==> src/rtl/ipns_pkg.sv <==
// ----------------------------------------------------------------------------
// ipns_pkg
// Shared constants, types and helpers of the isolated pixel neighbor smoother.
// ----------------------------------------------------------------------------
package ipns_pkg;

  localparam int LINE_DEPTH = 64;
  localparam int NUM_ROWS   = 3;
  localparam int ADDR_W     = $clog2(LINE_DEPTH);
  localparam int COL_W      = 6;
  localparam int WCNT_W     = $clog2(LINE_DEPTH + 1);
  localparam int ROW_W      = 10;
  localparam int PIX_W      = 8;
  localparam int SUM_W      = PIX_W + 2;
  localparam int CFG_IDX_W  = 2;
  localparam int CFG_DATA_W = 10;
  localparam int FIFO_DEPTH = 4;
  localparam int FIFO_AW    = $clog2(FIFO_DEPTH);
  localparam int MIN_DIM    = 2;

  localparam int DIV3_MUL   = 683;
  localparam int DIV3_SHIFT = 11;
  localparam int DIV3_MUL_W = 10;
  localparam int PROD_W     = SUM_W + DIV3_MUL_W;

  localparam logic [COL_W-1:0] RST_FRAME_WIDTH    = 6'd30;
  localparam logic [ROW_W-1:0] RST_FRAME_HEIGHT   = 10'd20;
  localparam logic [PIX_W-1:0] RST_DIFF_THRESHOLD = 8'd1;
  localparam logic [PIX_W-1:0] GLYPH_OFFSET       = 8'd33;

  typedef logic [1:0] slot_t;

  typedef enum logic [CFG_IDX_W-1:0] {
    REG_FRAME_WIDTH    = 2'd0,
    REG_FRAME_HEIGHT   = 2'd1,
    REG_DIFF_THRESHOLD = 2'd2
  } cfg_reg_t;

  typedef enum logic [1:0] {
    DIV_BY_2,
    DIV_BY_3,
    DIV_BY_4
  } div_sel_t;

  typedef struct packed {
    logic [PIX_W-1:0] pixel;
    logic [COL_W-1:0] col;
    slot_t            slot;
    logic             emit;
    logic             has_up;
    logic             has_left;
    logic             has_right;
    logic             row_end;
    logic             flush;
  } cmd_t;

  typedef struct packed {
    logic [WCNT_W-1:0] eff_width;
    logic [PIX_W-1:0]  threshold;
  } geom_t;

  function automatic slot_t slot_next(slot_t s);
    return (s == slot_t'(NUM_ROWS - 1)) ? slot_t'(0) : s + slot_t'(1);
  endfunction

  function automatic slot_t slot_prev(slot_t s);
    return (s == slot_t'(0)) ? slot_t'(NUM_ROWS - 1) : s - slot_t'(1);
  endfunction

endpackage

==> src/rtl/ipns_if.sv <==
// ----------------------------------------------------------------------------
// ipns_if
// Valid/ready channels of the smoother: pixel input, result output and
// register writes.
// ----------------------------------------------------------------------------
interface ipns_pix_if;
  logic                       valid;
  logic                       ready;
  logic [ipns_pkg::PIX_W-1:0] pixel_in;

  modport source (output valid, output pixel_in, input ready);
  modport sink (input valid, input pixel_in, output ready);
endinterface

interface ipns_res_if;
  logic                       valid;
  logic                       ready;
  logic [ipns_pkg::PIX_W-1:0] pixel_out;
  logic [ipns_pkg::PIX_W-1:0] glyph_code;
  logic                       row_end;
  logic                       last;

  modport source (output valid, output pixel_out, output glyph_code, output row_end,
                  output last, input ready);
  modport sink (input valid, input pixel_out, input glyph_code, input row_end,
                input last, output ready);
endinterface

interface ipns_cfg_if;
  logic                            valid;
  logic                            ready;
  logic [ipns_pkg::CFG_IDX_W-1:0]  index;
  logic [ipns_pkg::CFG_DATA_W-1:0] data;

  modport source (output valid, output index, output data, input ready);
  modport sink (input valid, input index, input data, output ready);
endinterface

==> src/rtl/ipns_ram.sv <==
// ----------------------------------------------------------------------------
// ipns_ram
// Generic RAM with one write port and two registered read ports.
// ----------------------------------------------------------------------------
module ipns_ram #(
  parameter int WIDTH = 8,
  parameter int DEPTH = 64,
  localparam int AW = $clog2(DEPTH)
) (
  input  logic             clk,
  input  logic             we,
  input  logic [AW-1:0]    waddr,
  input  logic [WIDTH-1:0] wdata,
  input  logic             re,
  input  logic [AW-1:0]    raddr_a,
  input  logic [AW-1:0]    raddr_b,
  output logic [WIDTH-1:0] rdata_a,
  output logic [WIDTH-1:0] rdata_b
);

  logic [WIDTH-1:0] mem_r [DEPTH];

  always_ff @(posedge clk) begin
    if (we) begin
      mem_r[waddr] <= wdata;
    end
  end

  always_ff @(posedge clk) begin
    if (re) begin
      rdata_a <= mem_r[raddr_a];
      rdata_b <= mem_r[raddr_b];
    end
  end

endmodule

==> src/rtl/ipns_front.sv <==
// ----------------------------------------------------------------------------
// ipns_front
// Register file and raster position tracking; turns each input pixel into a
// command for the filter back end.
// ----------------------------------------------------------------------------
module ipns_front (
  input  logic            clk,
  input  logic            rst_n,
  ipns_pix_if.sink        in_chan,
  ipns_cfg_if.sink        cfg_chan,
  input  logic            q_full,
  output logic            q_push,
  output ipns_pkg::cmd_t  q_cmd,
  output ipns_pkg::geom_t geom
);

  logic [ipns_pkg::COL_W-1:0]  frame_width_r;
  logic [ipns_pkg::ROW_W-1:0]  frame_height_r;
  logic [ipns_pkg::PIX_W-1:0]  diff_threshold_r;
  logic [ipns_pkg::COL_W-1:0]  col_r, col_nxt;
  logic [ipns_pkg::ROW_W-1:0]  row_r, row_nxt;
  ipns_pkg::slot_t             slot_r, slot_nxt;
  logic [ipns_pkg::WCNT_W-1:0] eff_w;
  logic [ipns_pkg::ROW_W-1:0]  eff_h;
  logic [ipns_pkg::COL_W-1:0]  cur_col;
  logic [ipns_pkg::ROW_W-1:0]  cur_row;
  ipns_pkg::slot_t             cur_slot;
  logic [ipns_pkg::WCNT_W-1:0] col_plus1;
  logic [ipns_pkg::ROW_W-1:0]  row_plus1;
  logic                        row_end;
  logic                        frame_end;
  logic                        accept;

  assign cfg_chan.ready = 1'b1;
  assign in_chan.ready  = !q_full;
  assign accept         = in_chan.valid && !q_full;
  assign q_push         = accept;

  always_ff @(posedge clk) begin
    if (!rst_n) begin
      frame_width_r    <= ipns_pkg::RST_FRAME_WIDTH;
      frame_height_r   <= ipns_pkg::RST_FRAME_HEIGHT;
      diff_threshold_r <= ipns_pkg::RST_DIFF_THRESHOLD;
    end else if (cfg_chan.valid) begin
      unique case (ipns_pkg::cfg_reg_t'(cfg_chan.index))
        ipns_pkg::REG_FRAME_WIDTH: begin
          frame_width_r <= cfg_chan.data[ipns_pkg::COL_W-1:0];
        end
        ipns_pkg::REG_FRAME_HEIGHT: begin
          frame_height_r <= cfg_chan.data[ipns_pkg::ROW_W-1:0];
        end
        ipns_pkg::REG_DIFF_THRESHOLD: begin
          diff_threshold_r <= cfg_chan.data[ipns_pkg::PIX_W-1:0];
        end
        default: begin
        end
      endcase
    end
  end

  always_comb begin
    if (int'(frame_width_r) < ipns_pkg::MIN_DIM) begin
      eff_w = ipns_pkg::WCNT_W'(ipns_pkg::MIN_DIM);
    end else if (int'(frame_width_r) > ipns_pkg::LINE_DEPTH) begin
      eff_w = ipns_pkg::WCNT_W'(ipns_pkg::LINE_DEPTH);
    end else begin
      eff_w = ipns_pkg::WCNT_W'(frame_width_r);
    end
    if (int'(frame_height_r) < ipns_pkg::MIN_DIM) begin
      eff_h = ipns_pkg::ROW_W'(ipns_pkg::MIN_DIM);
    end else begin
      eff_h = frame_height_r;
    end
  end

  assign geom.eff_width = eff_w;
  assign geom.threshold = diff_threshold_r;

  // A geometry change between frames can leave the position outside the
  // frame, so the position is brought back inside before it is used.
  always_comb begin
    cur_col  = col_r;
    cur_row  = row_r;
    cur_slot = slot_r;
    if (int'(col_r) >= int'(eff_w)) begin
      cur_col  = '0;
      cur_row  = row_r + ipns_pkg::ROW_W'(1);
      cur_slot = ipns_pkg::slot_next(slot_r);
    end
    if (cur_row >= eff_h) begin
      cur_row  = '0;
      cur_slot = '0;
    end

    col_plus1 = ipns_pkg::WCNT_W'(cur_col) + ipns_pkg::WCNT_W'(1);
    row_plus1 = cur_row + ipns_pkg::ROW_W'(1);
    row_end   = (col_plus1 == eff_w);
    frame_end = row_end && (row_plus1 == eff_h);

    q_cmd.pixel     = in_chan.pixel_in;
    q_cmd.col       = cur_col;
    q_cmd.slot      = cur_slot;
    q_cmd.emit      = (cur_row != '0);
    q_cmd.has_up    = (cur_row > ipns_pkg::ROW_W'(1));
    q_cmd.has_left  = (cur_col != '0);
    q_cmd.has_right = !row_end;
    q_cmd.row_end   = row_end;
    q_cmd.flush     = frame_end;

    if (row_end) begin
      col_nxt = '0;
      if (frame_end) begin
        row_nxt  = '0;
        slot_nxt = '0;
      end else begin
        row_nxt  = row_plus1;
        slot_nxt = ipns_pkg::slot_next(cur_slot);
      end
    end else begin
      col_nxt  = ipns_pkg::COL_W'(col_plus1);
      row_nxt  = cur_row;
      slot_nxt = cur_slot;
    end
  end

  always_ff @(posedge clk) begin
    if (!rst_n) begin
      col_r  <= '0;
      row_r  <= '0;
      slot_r <= '0;
    end else if (accept) begin
      col_r  <= col_nxt;
      row_r  <= row_nxt;
      slot_r <= slot_nxt;
    end
  end

endmodule

==> src/rtl/ipns_fifo.sv <==
// ----------------------------------------------------------------------------
// ipns_fifo
// Short command queue between the front end and the filter back end.
// ----------------------------------------------------------------------------
module ipns_fifo (
  input  logic           clk,
  input  logic           rst_n,
  input  logic           push,
  input  ipns_pkg::cmd_t push_data,
  output logic           full,
  input  logic           pop,
  output ipns_pkg::cmd_t pop_data,
  output logic           empty
);

  ipns_pkg::cmd_t               mem_r [ipns_pkg::FIFO_DEPTH];
  logic [ipns_pkg::FIFO_AW-1:0] wptr_r;
  logic [ipns_pkg::FIFO_AW-1:0] rptr_r;
  logic [ipns_pkg::FIFO_AW:0]   count_r, count_nxt;

  assign full     = (count_r == (ipns_pkg::FIFO_AW + 1)'(ipns_pkg::FIFO_DEPTH));
  assign empty    = (count_r == '0);
  assign pop_data = mem_r[rptr_r];

  always_ff @(posedge clk) begin
    if (push) begin
      mem_r[wptr_r] <= push_data;
    end
  end

  always_comb begin
    unique case ({push, pop})
      2'b10:   count_nxt = count_r + (ipns_pkg::FIFO_AW + 1)'(1);
      2'b01:   count_nxt = count_r - (ipns_pkg::FIFO_AW + 1)'(1);
      default: count_nxt = count_r;
    endcase
  end

  // The depth is a power of two, so the pointers wrap on their own.
  always_ff @(posedge clk) begin
    if (!rst_n) begin
      wptr_r  <= '0;
      rptr_r  <= '0;
      count_r <= '0;
    end else begin
      if (push) begin
        wptr_r <= wptr_r + ipns_pkg::FIFO_AW'(1);
      end
      if (pop) begin
        rptr_r <= rptr_r + ipns_pkg::FIFO_AW'(1);
      end
      count_r <= count_nxt;
    end
  end

endmodule

==> src/rtl/ipns_back.sv <==
// ----------------------------------------------------------------------------
// ipns_back
// Filter back end: three row buffers, neighbor compare and mean, output
// register, and the sequencer that flushes the final row of a frame.
// ----------------------------------------------------------------------------
module ipns_back (
  input  logic            clk,
  input  logic            rst_n,
  input  logic            q_empty,
  input  ipns_pkg::cmd_t  q_cmd,
  output logic            q_pop,
  input  ipns_pkg::geom_t geom,
  ipns_res_if.source      out_chan
);

  typedef struct packed {
    logic                       valid;
    ipns_pkg::slot_t            slot_c;
    ipns_pkg::slot_t            slot_u;
    logic                       has_up;
    logic                       has_down;
    logic                       has_left;
    logic                       has_right;
    logic [ipns_pkg::PIX_W-1:0] down;
    logic                       row_end;
    logic                       last;
  } stage_a_t;

  typedef struct packed {
    logic                       valid;
    logic [ipns_pkg::PIX_W-1:0] centre;
    logic [ipns_pkg::SUM_W-1:0] sum;
    logic                       all_far;
    ipns_pkg::div_sel_t         div_sel;
    logic                       row_end;
    logic                       last;
  } stage_b_t;

  logic                        adv;
  logic                        ram_wr;
  logic [ipns_pkg::NUM_ROWS-1:0] ram_we;
  logic [ipns_pkg::COL_W-1:0]  rd_col;
  logic [ipns_pkg::COL_W-1:0]  rd_col_p1;
  logic [ipns_pkg::PIX_W-1:0]  rd_a [ipns_pkg::NUM_ROWS];
  logic [ipns_pkg::PIX_W-1:0]  rd_b [ipns_pkg::NUM_ROWS];
  logic                        flushing_r, flushing_nxt;
  logic [ipns_pkg::COL_W-1:0]  fl_col_r, fl_col_nxt;
  ipns_pkg::slot_t             fl_slot_r, fl_slot_nxt;
  logic [ipns_pkg::WCNT_W-1:0] fl_col_p1;
  stage_a_t                    a_r, a_nxt;
  stage_b_t                    b_r, b_nxt;
  logic [ipns_pkg::PIX_W-1:0]  prev_centre_r;
  logic [ipns_pkg::PIX_W-1:0]  centre;
  logic [ipns_pkg::PIX_W-1:0]  nb [4];
  logic [3:0]                  present;
  logic [3:0]                  near;
  logic [ipns_pkg::PIX_W-1:0]  diff [4];
  logic [ipns_pkg::SUM_W-1:0]  sum;
  logic [2:0]                  nb_cnt;
  logic [ipns_pkg::PROD_W-1:0] prod;
  logic [ipns_pkg::PIX_W-1:0]  avg;
  logic [ipns_pkg::PIX_W-1:0]  res_pix;
  logic                        out_valid_r;
  logic [ipns_pkg::PIX_W-1:0]  out_pix_r;
  logic                        out_row_end_r;
  logic                        out_last_r;

  assign adv = !out_valid_r || out_chan.ready;

  always_comb begin
    q_pop        = 1'b0;
    ram_wr       = 1'b0;
    flushing_nxt = flushing_r;
    fl_col_nxt   = fl_col_r;
    fl_slot_nxt  = fl_slot_r;
    rd_col       = q_cmd.col;
    fl_col_p1    = ipns_pkg::WCNT_W'(fl_col_r) + ipns_pkg::WCNT_W'(1);
    a_nxt        = '0;
    if (adv) begin
      if (flushing_r) begin
        rd_col          = fl_col_r;
        a_nxt.valid     = 1'b1;
        a_nxt.slot_c    = fl_slot_r;
        a_nxt.slot_u    = ipns_pkg::slot_prev(fl_slot_r);
        a_nxt.has_up    = 1'b1;
        a_nxt.has_down  = 1'b0;
        a_nxt.has_left  = (fl_col_r != '0);
        a_nxt.has_right = (fl_col_p1 < geom.eff_width);
        a_nxt.row_end   = (fl_col_p1 >= geom.eff_width);
        a_nxt.last      = a_nxt.row_end;
        if (a_nxt.row_end) begin
          flushing_nxt = 1'b0;
          fl_col_nxt   = '0;
        end else begin
          fl_col_nxt = ipns_pkg::COL_W'(fl_col_p1);
        end
      end else if (!q_empty) begin
        q_pop           = 1'b1;
        ram_wr          = 1'b1;
        a_nxt.valid     = q_cmd.emit;
        a_nxt.slot_c    = ipns_pkg::slot_prev(q_cmd.slot);
        a_nxt.slot_u    = ipns_pkg::slot_next(q_cmd.slot);
        a_nxt.has_up    = q_cmd.has_up;
        a_nxt.has_down  = 1'b1;
        a_nxt.has_left  = q_cmd.has_left;
        a_nxt.has_right = q_cmd.has_right;
        a_nxt.down      = q_cmd.pixel;
        a_nxt.row_end   = q_cmd.row_end;
        a_nxt.last      = 1'b0;
        if (q_cmd.flush) begin
          flushing_nxt = 1'b1;
          fl_col_nxt   = '0;
          fl_slot_nxt  = q_cmd.slot;
        end
      end
    end
    rd_col_p1 = rd_col + ipns_pkg::COL_W'(1);
    for (int i = 0; i < ipns_pkg::NUM_ROWS; i++) begin
      ram_we[i] = ram_wr && (q_cmd.slot == ipns_pkg::slot_t'(i));
    end
  end

  for (genvar g = 0; g < ipns_pkg::NUM_ROWS; g++) begin : g_row
    ipns_ram #(
      .WIDTH(ipns_pkg::PIX_W),
      .DEPTH(ipns_pkg::LINE_DEPTH)
    ) u_ram (
      .clk     (clk),
      .we      (ram_we[g]),
      .waddr   (q_cmd.col[ipns_pkg::ADDR_W-1:0]),
      .wdata   (q_cmd.pixel),
      .re      (adv),
      .raddr_a (rd_col[ipns_pkg::ADDR_W-1:0]),
      .raddr_b (rd_col_p1[ipns_pkg::ADDR_W-1:0]),
      .rdata_a (rd_a[g]),
      .rdata_b (rd_b[g])
    );
  end

  // The left neighbor is the center of the item just before in the same row.
  always_comb begin
    centre  = rd_a[a_r.slot_c];
    nb[0]   = rd_a[a_r.slot_u];
    nb[1]   = a_r.down;
    nb[2]   = prev_centre_r;
    nb[3]   = rd_b[a_r.slot_c];
    present = {a_r.has_right, a_r.has_left, a_r.has_down, a_r.has_up};
    sum     = '0;
    for (int i = 0; i < 4; i++) begin
      diff[i] = (centre > nb[i]) ? centre - nb[i] : nb[i] - centre;
      near[i] = present[i] && (diff[i] <= geom.threshold);
      if (present[i]) begin
        sum = sum + ipns_pkg::SUM_W'(nb[i]);
      end
    end
    nb_cnt = 3'($countones(present));

    b_nxt.valid   = a_r.valid;
    b_nxt.centre  = centre;
    b_nxt.sum     = sum;
    b_nxt.all_far = (near == '0);
    b_nxt.row_end = a_r.row_end;
    b_nxt.last    = a_r.last;
    unique case (nb_cnt)
      3'd4:    b_nxt.div_sel = ipns_pkg::DIV_BY_4;
      3'd3:    b_nxt.div_sel = ipns_pkg::DIV_BY_3;
      default: b_nxt.div_sel = ipns_pkg::DIV_BY_2;
    endcase
  end

  // Division by three is a multiply by 683/2048, exact for sums up to 765.
  always_comb begin
    prod = ipns_pkg::PROD_W'(b_r.sum) * ipns_pkg::PROD_W'(ipns_pkg::DIV3_MUL);
    unique case (b_r.div_sel)
      ipns_pkg::DIV_BY_4: avg = b_r.sum[ipns_pkg::PIX_W+1:2];
      ipns_pkg::DIV_BY_3: avg = prod[ipns_pkg::DIV3_SHIFT +: ipns_pkg::PIX_W];
      default:            avg = b_r.sum[ipns_pkg::PIX_W:1];
    endcase
    res_pix = b_r.all_far ? avg : b_r.centre;
  end

  always_ff @(posedge clk) begin
    if (!rst_n) begin
      flushing_r  <= 1'b0;
      fl_col_r    <= '0;
      fl_slot_r   <= '0;
      a_r.valid   <= 1'b0;
      b_r.valid   <= 1'b0;
      out_valid_r <= 1'b0;
    end else begin
      flushing_r <= flushing_nxt;
      fl_col_r   <= fl_col_nxt;
      fl_slot_r  <= fl_slot_nxt;
      if (adv) begin
        a_r         <= a_nxt;
        b_r         <= b_nxt;
        out_valid_r <= b_r.valid;
      end
    end
  end

  always_ff @(posedge clk) begin
    if (adv) begin
      out_pix_r     <= res_pix;
      out_row_end_r <= b_r.row_end;
      out_last_r    <= b_r.last;
      if (a_r.valid) begin
        prev_centre_r <= centre;
      end
    end
  end

  assign out_chan.valid      = out_valid_r;
  assign out_chan.pixel_out  = out_pix_r;
  assign out_chan.glyph_code = out_pix_r + ipns_pkg::GLYPH_OFFSET;
  assign out_chan.row_end    = out_row_end_r;
  assign out_chan.last       = out_last_r;

`ifndef SYNTHESIS
  assert property (@(posedge clk) disable iff (!rst_n) flushing_r |-> !q_pop)
    else $error("Command taken from the queue during a final row flush.");

  assert property (@(posedge clk) disable iff (!rst_n) q_pop |-> !q_empty)
    else $error("Command taken from an empty queue.");

  assert property (@(posedge clk) disable iff (!rst_n)
    flushing_r |-> (int'(fl_col_r) < int'(geom.eff_width)))
    else $error("Flush column ran past the frame width.");

  assert property (@(posedge clk) disable iff (!rst_n)
    (out_valid_r && out_last_r) |-> out_row_end_r)
    else $error("Frame end item does not close a row.");
`endif

endmodule

==> src/rtl/isolated_pixel_neighbor_smoother.sv <==
// ----------------------------------------------------------------------------
// isolated_pixel_neighbor_smoother
// Replaces pixels that differ from all their 4-neighbors by more than a
// threshold with the truncated mean of those neighbors; results run one row
// behind the input and the last pixel of a frame flushes the final row.
//
//   Channel    Direction  Payload
//   in_chan    sink       pixel_in
//   out_chan   source     pixel_out, glyph_code, row_end, last
//   cfg_chan   sink       index, data (frame_width, frame_height, diff_threshold)
//
// One pixel is accepted per cycle while the queue has room; each result then
// passes through the registered row buffer read, the compare stage register
// and the output register.
// The last pixel of a frame adds a flush, one result per unstalled cycle, for
// the effective frame width; input stalls once the four-entry queue is full.
// A stalled output holds the whole back end; the four-entry queue decouples it.
// Reset clears the position counters and loads the register defaults; the row
// buffers are not cleared and need no clearing pass.
// ----------------------------------------------------------------------------
module isolated_pixel_neighbor_smoother (
  input logic         clk,
  input logic         rst_n,
  ipns_pix_if.sink    in_chan,
  ipns_res_if.source  out_chan,
  ipns_cfg_if.sink    cfg_chan
);

  logic            q_push;
  logic            q_full;
  logic            q_pop;
  logic            q_empty;
  ipns_pkg::cmd_t  push_cmd;
  ipns_pkg::cmd_t  pop_cmd;
  ipns_pkg::geom_t geom;

  ipns_front u_front (
    .clk      (clk),
    .rst_n    (rst_n),
    .in_chan  (in_chan),
    .cfg_chan (cfg_chan),
    .q_full   (q_full),
    .q_push   (q_push),
    .q_cmd    (push_cmd),
    .geom     (geom)
  );

  ipns_fifo u_fifo (
    .clk       (clk),
    .rst_n     (rst_n),
    .push      (q_push),
    .push_data (push_cmd),
    .full      (q_full),
    .pop       (q_pop),
    .pop_data  (pop_cmd),
    .empty     (q_empty)
  );

  ipns_back u_back (
    .clk      (clk),
    .rst_n    (rst_n),
    .q_empty  (q_empty),
    .q_cmd    (pop_cmd),
    .q_pop    (q_pop),
    .geom     (geom),
    .out_chan (out_chan)
  );

endmodule

==> src/flat_wrapper.sv <==
// flat-port wrapper written by rule: the top's interface ports become plain ports
module isolated_pixel_neighbor_smoother_flat 
  (clk, rst_n, in_chan_valid, in_chan_pixel_in, in_chan_ready, out_chan_valid, out_chan_pixel_out, out_chan_glyph_code, out_chan_row_end, out_chan_last, out_chan_ready, cfg_chan_valid, cfg_chan_index, cfg_chan_data, cfg_chan_ready);
  ipns_pix_if in_chan_i ();
  ipns_res_if out_chan_i ();
  ipns_cfg_if cfg_chan_i ();
  input logic clk;
  input logic rst_n;
  input wire logic [$bits(in_chan_i.valid)-1:0] in_chan_valid;
  input wire logic [$bits(in_chan_i.pixel_in)-1:0] in_chan_pixel_in;
  output wire logic [$bits(in_chan_i.ready)-1:0] in_chan_ready;
  output wire logic [$bits(out_chan_i.valid)-1:0] out_chan_valid;
  output wire logic [$bits(out_chan_i.pixel_out)-1:0] out_chan_pixel_out;
  output wire logic [$bits(out_chan_i.glyph_code)-1:0] out_chan_glyph_code;
  output wire logic [$bits(out_chan_i.row_end)-1:0] out_chan_row_end;
  output wire logic [$bits(out_chan_i.last)-1:0] out_chan_last;
  input wire logic [$bits(out_chan_i.ready)-1:0] out_chan_ready;
  input wire logic [$bits(cfg_chan_i.valid)-1:0] cfg_chan_valid;
  input wire logic [$bits(cfg_chan_i.index)-1:0] cfg_chan_index;
  input wire logic [$bits(cfg_chan_i.data)-1:0] cfg_chan_data;
  output wire logic [$bits(cfg_chan_i.ready)-1:0] cfg_chan_ready;
  assign in_chan_i.valid = in_chan_valid;
  assign in_chan_i.pixel_in = in_chan_pixel_in;
  assign in_chan_ready = in_chan_i.ready;
  assign out_chan_valid = out_chan_i.valid;
  assign out_chan_pixel_out = out_chan_i.pixel_out;
  assign out_chan_glyph_code = out_chan_i.glyph_code;
  assign out_chan_row_end = out_chan_i.row_end;
  assign out_chan_last = out_chan_i.last;
  assign out_chan_i.ready = out_chan_ready;
  assign cfg_chan_i.valid = cfg_chan_valid;
  assign cfg_chan_i.index = cfg_chan_index;
  assign cfg_chan_i.data = cfg_chan_data;
  assign cfg_chan_ready = cfg_chan_i.ready;
  isolated_pixel_neighbor_smoother u_core (.clk(clk), .rst_n(rst_n), .in_chan(in_chan_i), .out_chan(out_chan_i), .cfg_chan(cfg_chan_i));
endmodule
==> config.mk <==
export PLATFORM = sky130hd
export DESIGN_NAME = isolated_pixel_neighbor_smoother_flat
export DESIGN_NICKNAME = d
export VERILOG_FILES = /design/src/rtl/ipns_pkg.sv /design/src/rtl/ipns_if.sv /design/src/rtl/ipns_ram.sv /design/src/rtl/ipns_front.sv /design/src/rtl/ipns_fifo.sv /design/src/rtl/ipns_back.sv /design/src/rtl/isolated_pixel_neighbor_smoother.sv /design/src/flat_wrapper.sv
export SDC_FILE = /design/constraint.sdc
export NUM_CORES = 2
export LEC_CHECK = 0
export ABC_CLOCK_PERIOD_IN_PS = 6780
export BUFFER_PORTS_ARGS = -buffer_cell sky130_fd_sc_hd__buf_2
export CAP_MARGIN = 10
export CORE_MARGIN = 3
export CORE_UTILIZATION = 53
export DETAILED_ROUTE_END_ITERATION = 8
export GPL_TIMING_DRIVEN = 0
export PLACE_DENSITY = 0.71
export SYNTH_ARGS = -nofsm -noshare
export SYNTH_HDL_FRONTEND = slang
export SYNTH_HIERARCHICAL = 1
export SYNTH_SLANG_ARGS = --single-unit
==> constraint.sdc <==
create_clock -name clk -period 6.78 [get_ports clk]
set_input_delay 1.017 -clock clk [delete_from_list [all_inputs] [get_ports clk]]
set_output_delay 1.017 -clock clk [all_outputs]
set_load 0.02 [all_outputs]
**Yosys cells after proc, flatten, opt, wreduce, memory -nomap -nowiden**

Memories as Yosys holds them, arrays and structs flattened. A register that Yosys moved wholly into a read port is not among the register bits.
Cells that the tools add are included.

- Logic and storage cells: 200
- Memories: 4
- Memory bits (writable): 1,624
- Register bits after elaboration: 120

Memories:

| name | words | width | rd ports | clocked after memory_dff | wr ports | line | RTL |
|---|---|---|---|---|---|---|---|
| u_core.u_back.g_row[0].u_ram.mem_r | 64 | 8 | 2 | 2 | 1 | ipns_ram.sv:21 | `logic [WIDTH-1:0] mem_r [DEPTH];` |
| u_core.u_back.g_row[1].u_ram.mem_r | 64 | 8 | 2 | 2 | 1 | ipns_ram.sv:21 |  |
| u_core.u_back.g_row[2].u_ram.mem_r | 64 | 8 | 2 | 2 | 1 | ipns_ram.sv:21 |  |
| u_core.u_fifo.mem_r | 4 | 22 | 1 | 1 | 1 | ipns_fifo.sv:16 | `ipns_pkg::cmd_t mem_r [ipns_pkg::FIFO_DEPTH];` |

- Multiply operators: 1
- Equality and inequality tests: 16
- Add/sub/neg operators: 29
- Reductions and logical operators: 31
- $lt $le $gt $ge: 17
- Mux-type cells: 64
- Bitwise gates (word level): 4

Operators by type and width:

| cell | count |
|---|---|
| 8-bit 2-to-1 mux | 12 |
| 10-bit 2-to-1 mux | 8 |
| 8-bit subtractor | 8 |
| 6-bit 2-to-1 mux | 9 |
| 8-bit binary-select mux with 2-bit select | 3 |
| 8-bit greater-than comparator | 4 |
| 8-bit <= comparator | 4 |
| 10-bit by 8-bit adder with 10-bit output | 3 |
| 2-bit 2-to-1 mux | 12 |
| 10-bit by 1-bit adder with 10-bit output (second input constant) | 2 |
| 10-bit by 10-bit multiplier with 19-bit output (second input constant) | 1 |
| 19-bit 2-to-1 mux | 1 |
| 8-bit case mux with 2 select lines | 1 |
| 1-bit 2-to-1 mux | 15 |
| 6-bit by 1-bit adder with 7-bit output (second input constant) | 2 |
| 2-bit equality test (second input constant) | 6 |
| 6-bit nonzero test | 2 |
| 2-bit by 1-bit adder with 2-bit output (second input constant) | 5 |
| 10-bit equality test | 1 |
| 10-bit greater-or-equal comparator | 1 |
| 10-bit by 1-bit greater-than comparator with 1-bit output (second input constant) | 1 |
| 10-bit by 2-bit less-than comparator with 1-bit output (second input constant) | 1 |
| 2-bit AND reduction | 5 |
| 10-bit nonzero test | 1 |
| other kinds (32) | 54 |

**Longest topological paths before layout**

- Word-level depth: 11
- Depth in mapped cells: 32
- Mapped depth without buffers: 28

**Cells and area by module**

The synthesis kept the hierarchy.

By module, submodules not included:

| module | instances | cells each | area each (µm²) |
|---|---|---|---|
| ipns_ram | 3 | 1,211 | 24,434.7 |
| ipns_back | 1 | 1,157 | 10,311.1 |
| ipns_front | 1 | 542 | 3,942.5 |
| ipns_fifo | 1 | 160 | 3,628.5 |

**Least setup slack after synthesis**

OpenSTA, ideal clock, no wires.

- Path kind: flip-flop to flip-flop
- Start: register u_core/u_front/frame_width_r[3] in the netlist's numbering
- End: register u_core/u_front/row_r[7] in the netlist's numbering
- Arrival: 6,162 ps
- Setup slack: 494 ps
- Cell stages (with the launch flop): 33
- Required time: 6,656 ps
- Clock period less this slack: 6,286 ps
- Cells stage by stage: dfxtp_1 -> inv_1 -> nand4_1 -> o21ai_0 -> inv_1 -> ha_1 -> nor2b_1 -> o21a_1 -> o21a_2 -> buf_2 -> clkbuf_1 -> nor2_1 -> nand2_1 -> xnor2_1 -> ha_1 -> nand3_1 -> a211oi_1 -> a2111o_1 -> or2_0 -> buf_6 -> clkbuf_1 -> nor2_1 -> ha_1 -> nand3_1 -> a221oi_1 -> a31oi_1 -> xor2_1 -> or3_1 -> a2111oi_0 -> nand4_1 -> nor3_2 -> buf_4 -> o22ai_1

RTL lines:

| element | line | RTL |
|---|---|---|
| start, declared | ipns_front.sv:17 | `logic [ipns_pkg::COL_W-1:0] frame_width_r;` |
| start signal, assigned | ipns_front.sv:41 | `frame_width_r <= ipns_pkg::RST_FRAME_WIDTH;` |
| start signal, assigned | ipns_front.sv:47 | `frame_width_r <= cfg_chan.data[ipns_pkg::COL_W-1:0];` |
| end signal, assigned | ipns_front.sv:133 | `row_r <= row_nxt;` |
| end, declared | ipns_front.sv:21 | `logic [ipns_pkg::ROW_W-1:0] row_r, row_nxt;` |

**Worst setup path after layout**

- Start: input port out_chan_ready
- End: register u_core.u_back.g_row[0].u_ram.rdata_b[0], read port of u_core.u_back.g_row[0].u_ram.mem_r, data pin

- Cells in the longest elaborated chain, start to end: 3

Ends and longest elaborated chain:

| element | line | RTL |
|---|---|---|
| start, declared | flat_wrapper.sv:17 | `input wire logic [$bits(out_chan_i.ready)-1:0] out_chan_ready;` |
| 1-bit logical OR | ipns_back.sv:68 | `assign adv = !out_valid_r \|\| out_chan.ready;` |
| net u_core.u_back.adv | ipns_back.sv:39 | `logic adv;` |
| 6-bit 2-to-1 mux | ipns_back.sv:79 | `if (adv) begin` |
| 6-bit by 1-bit adder with 6-bit output | ipns_back.sv:117 | `rd_col_p1 = rd_col + ipns_pkg::COL_W'(1);` |
| net u_core.u_back.rd_col_p1, one bit | ipns_back.sv:43 | `logic [ipns_pkg::COL_W-1:0] rd_col_p1;` |
| end, declared | ipns_ram.sv:18 | `output logic [WIDTH-1:0] rdata_b` |

The timed path passes the listed nets, and every way through them passes these cells.
A chain may end at the register's enable or synchronous reset.

==> impl_results.md <==
* NumNets Final at 6041
* Worst EP required at 7450 ps
* CORE AREA at 170000 um^2
* IO Count at 46
* Chip height at 421 um
* Die area at 177000 um^2
* Type of the most critical hold path: in2reg
* CP Max Fanout at 53
* Vias post-DR at between 50000 and 60000
* CP Launch Point: out_chan_ready
* Hold_sp: in_chan_pixel_in[3]
* R2r startpoint: u_core/u_back/out_chan.valid
* Fin crit share at between 90% and 100%
* Drt total wl at 277000 um
* Finished layout cell area at 101000 um^2
* Slew headroom at 16.0%
* CP delay by family, top: buffers and inverters
* Fin Setup TNS at 0 ps
* CTS tree: built
* Worst slew pin tran at 1260 ps
* Most common flop cell mapped by yosys: edfxtp_1
* Fin Clk Skew at 47.3 ps
* CP bufs+invs at 8
* Port Buffers at 36
* Final setup viols at 0
* Cells after Synth at 5492
* Fillcell total at around 12000
* Critical Path Start Type: input pin
* Initial antenna violation count at 13
* Routability Congestion at 1.02
* Initial DRC Count at just under 8000
* Clk pin slew, worst setup/hold paths at 60 ps
* #FFs+latches synth at between 1500 and 2000
* Post-synth EDFFs at 1731
* Netlist Area Pre-Place at 91200 um^2
* Sequential fraction of the synthesis area at 58.4%
* Initial Util at 53.6%
* DR WL/cell at ~34 um
* Total clock sinks at 1794
* Layout cell share with drive strength beyond 1 at 25.1%
* Critical path, cell by cell: buf_2, and2b_1, clkinv_2, buf_16, nand2_1, mux2i_2, buf_6, inv_1, ha_1, xnor2_1, clkbuf_2, clkdlybuf4s15_1, clkdlybuf4s15_1, o221ai_1, o21ai_0, nand3_1, nand2_1
* Hold Slack at 377 ps
* DRC violations left at 0
* Root Driver: clkbuf_16
* Outcome: finished clean
* Asr flop ratio synth at 0%
* H-tree Lvls at 4
* Critical-path cell with the highest stage delay: clkdlybuf4s15_1
* Met2 Use GR at 48.3%
* Synthesis Warnings at 6
* Final Max Slew Viols at 0
* Most used routing layer: met2
* Final HPWL DP at 194000 um
* Longest Clk Path Bufs at 3
* Layout area overhead at 11.3%
* Share of the synthesized area in the top cell type at 57.0%
* Synth Area per Inst at 16.6 um^2
* Layout Cells excl Fill at 8215
* Count leader, synth: edfxtp_1
* Hold Vio Cnt, Final at 0
* Pin count of the biggest net entering global routing at 99
* Syn nets at slightly below 6000
* Max Clock Freq at 0.149 GHz
* Vias/cell at 6.94
* Max_cap viols at 0
* Clock Latency Late Sink at 850 ps
* Worst Path Arrival at 7370 ps
* Global-route usage over all layers at approximately a third
* First-pass GRT wire length at between 300000 and 400000 um
* Synth unique cells at roughly 110
* Met1 GRT Util at 42.3%
* Placed Area at 94900 um^2
* Crit end category: flip-flop
* Drt pass-1 iters at 7
* WS Path Type: in2reg
* GRT overflow at 0
* # rows at around 150
* Min Tclk post-route at 6700 ps
* Post-synth top area cell: edfxtp_1
* Die X at ~420 um
* Top cells by area, synth: edfxtp_1 (57%), mux4_2 (20%), ha_1 (3.0%)
* Post-route ant nets at 0
* Max incr delay on CP at approximately 830 ps
* Total CTS buffers at 182
* Placed Cells at 7850
* Met3 Track Usage GR at 8.22%
* Synth top cells by count: edfxtp_1 (1731), mux4_2 (830), nor2_1 (310)
* Vias in the first global route at 56205
## metal layers
| layer | wire (um) | vias up |
|---|---|---|
| met4 | 15600 | 8 |
| met3 | 32800 | 749 |
| met2 | 128000 | 3794 |
| met1 | 100000 | 29397 |
| li1 | - | 23094 |
| met5 | 46 | - |
## what timing repair did
action / 4_1_cts / 5_1_grt
endpoints found under the setup margin: 17 / 33
hold buffers: 0 / 0
pin swaps: 4 / 11
resized for setup: 34 / 33
buffers inserted: 4 / 15
gates cloned: 1 / 0
## cell type report
| class | instances | area, um^2 | share of cell area, % |
|---|---|---|---|
| Timing Repair Buffer | 88 | 977 | 0.963 |
| Tap cell | 2295 | 2870 | 2.83 |
| Clock buffer | 225 | 4770 | 4.70 |
| Inverter | 209 | 786 | 0.774 |
| Clock inverter | 112 | 1430 | 1.40 |
| Buffer | 355 | 1850 | 1.82 |
| Multi-Input combinational cell | 3132 | 35500 | 35.0 |
| Antenna cell | 5 | 12.5 | 0.0123 |
| Sequential cell | 1794 | 53200 | 52.5 |
## worst reg2reg max path, stage by stage (launching register included)
cell	delay, ps
dfxtp_1	320
and2b_1	280
clkinv_2	430
buf_16	350
nand2_1	340
mux2i_2	290
buf_6	220
inv_1	180
ha_1	270
xnor2_1	560
clkbuf_2	530
clkdlybuf4s15_1	790
clkdlybuf4s15_1	840
o221ai_1	460
o21ai_0	360
nand3_1	160
nand2_1	150
## cells in the final DEF (no fill, tap or decap), types with 34 or more instances in the layout
cell	n
edfxtp_1	1731
mux4_2	823
nor2_1	307
mux2i_1	262
nand2_1	219
ha_1	219
inv_1	198
clkbuf_16	183
clkbuf_1	169
buf_2	142
a21oi_1	137
o21ai_0	123
nand3_1	107
buf_4	79
o22ai_1	71
dfxtp_1	62
nor2b_1	57
xnor2_1	55
a22oi_1	51
and2_1	42
nand4_1	39
buf_1	34
mux2_2	34
fa_1	34
## flip-flops by register name (all words and copies together) (netlist names), 2 cells and up, named ones only
register                           cells
u_core/u_back/fl_col_r                 6
u_core/u_back/g_row.u_ram/rdata_b     24
u_core/u_back/fl_slot_r                2
u_core/u_back/a_r                     19
u_core/u_back/b_r                     24
u_core/u_front/frame_height_r         10
u_core/u_fifo/count_r                  3
u_core/u_fifo/rptr_r                   2
u_core/u_front/col_r                   6
u_core/u_front/slot_r                  2
u_core/u_back/g_row.u_ram/rdata_a     24
u_core/u_fifo/mem_r                   88
u_core/u_back/prev_centre_r            8
u_core/u_front/frame_width_r           6
u_core/u_fifo/wptr_r                   2
u_core/u_front/diff_threshold_r        8
u_core/u_back/out_chan.pixel_out       8
u_core/u_back/g_row.u_ram/mem_r     1536
u_core/u_front/row_r                  10
## logic make-up (layout without fill, tap and decap cells)
family	after synthesis	in the layout	synth area share, %
and+or+nand+nor	945	945	4.95
xor gates and xnor gates	82	82	0.819
AOI/OAI and AO/OA	719	719	5.33
buffers and inverters	566	989	2.86
muxes	1129	1129	23.9
DFF	1794	1794	58.4
other	2	7	0.00824
adders and majority gates	255	255	3.78
## final timing paths
kind                                                           endpoint  slack, ps  cells past startpoint
worst max register to register  u_core/u_back/g_row[0].u_ram/rdata_b[0]        130                     16
worst min register to register           u_core/u_back/out_chan.row_end        420                      0
worst min-delay path                         u_core/u_fifo/mem_r[1][17]        380                      1
worst max-delay path            u_core/u_back/g_row[0].u_ram/rdata_b[0]         80                     17
## metrics by stage
step	utilization, %	setup WS (ps)
3_5_place_dp	55.7	-1070
4_1_cts	59.4	1.18
2_1_floorplan	-	494
6_report	59.6	79.8
3_3_place_gp	55.4	-4180
5_1_grt	59.6	-55.1
Power is not shown: default switching activity piles up to over one toggle a cycle in this logic, so the estimate is an artifact.
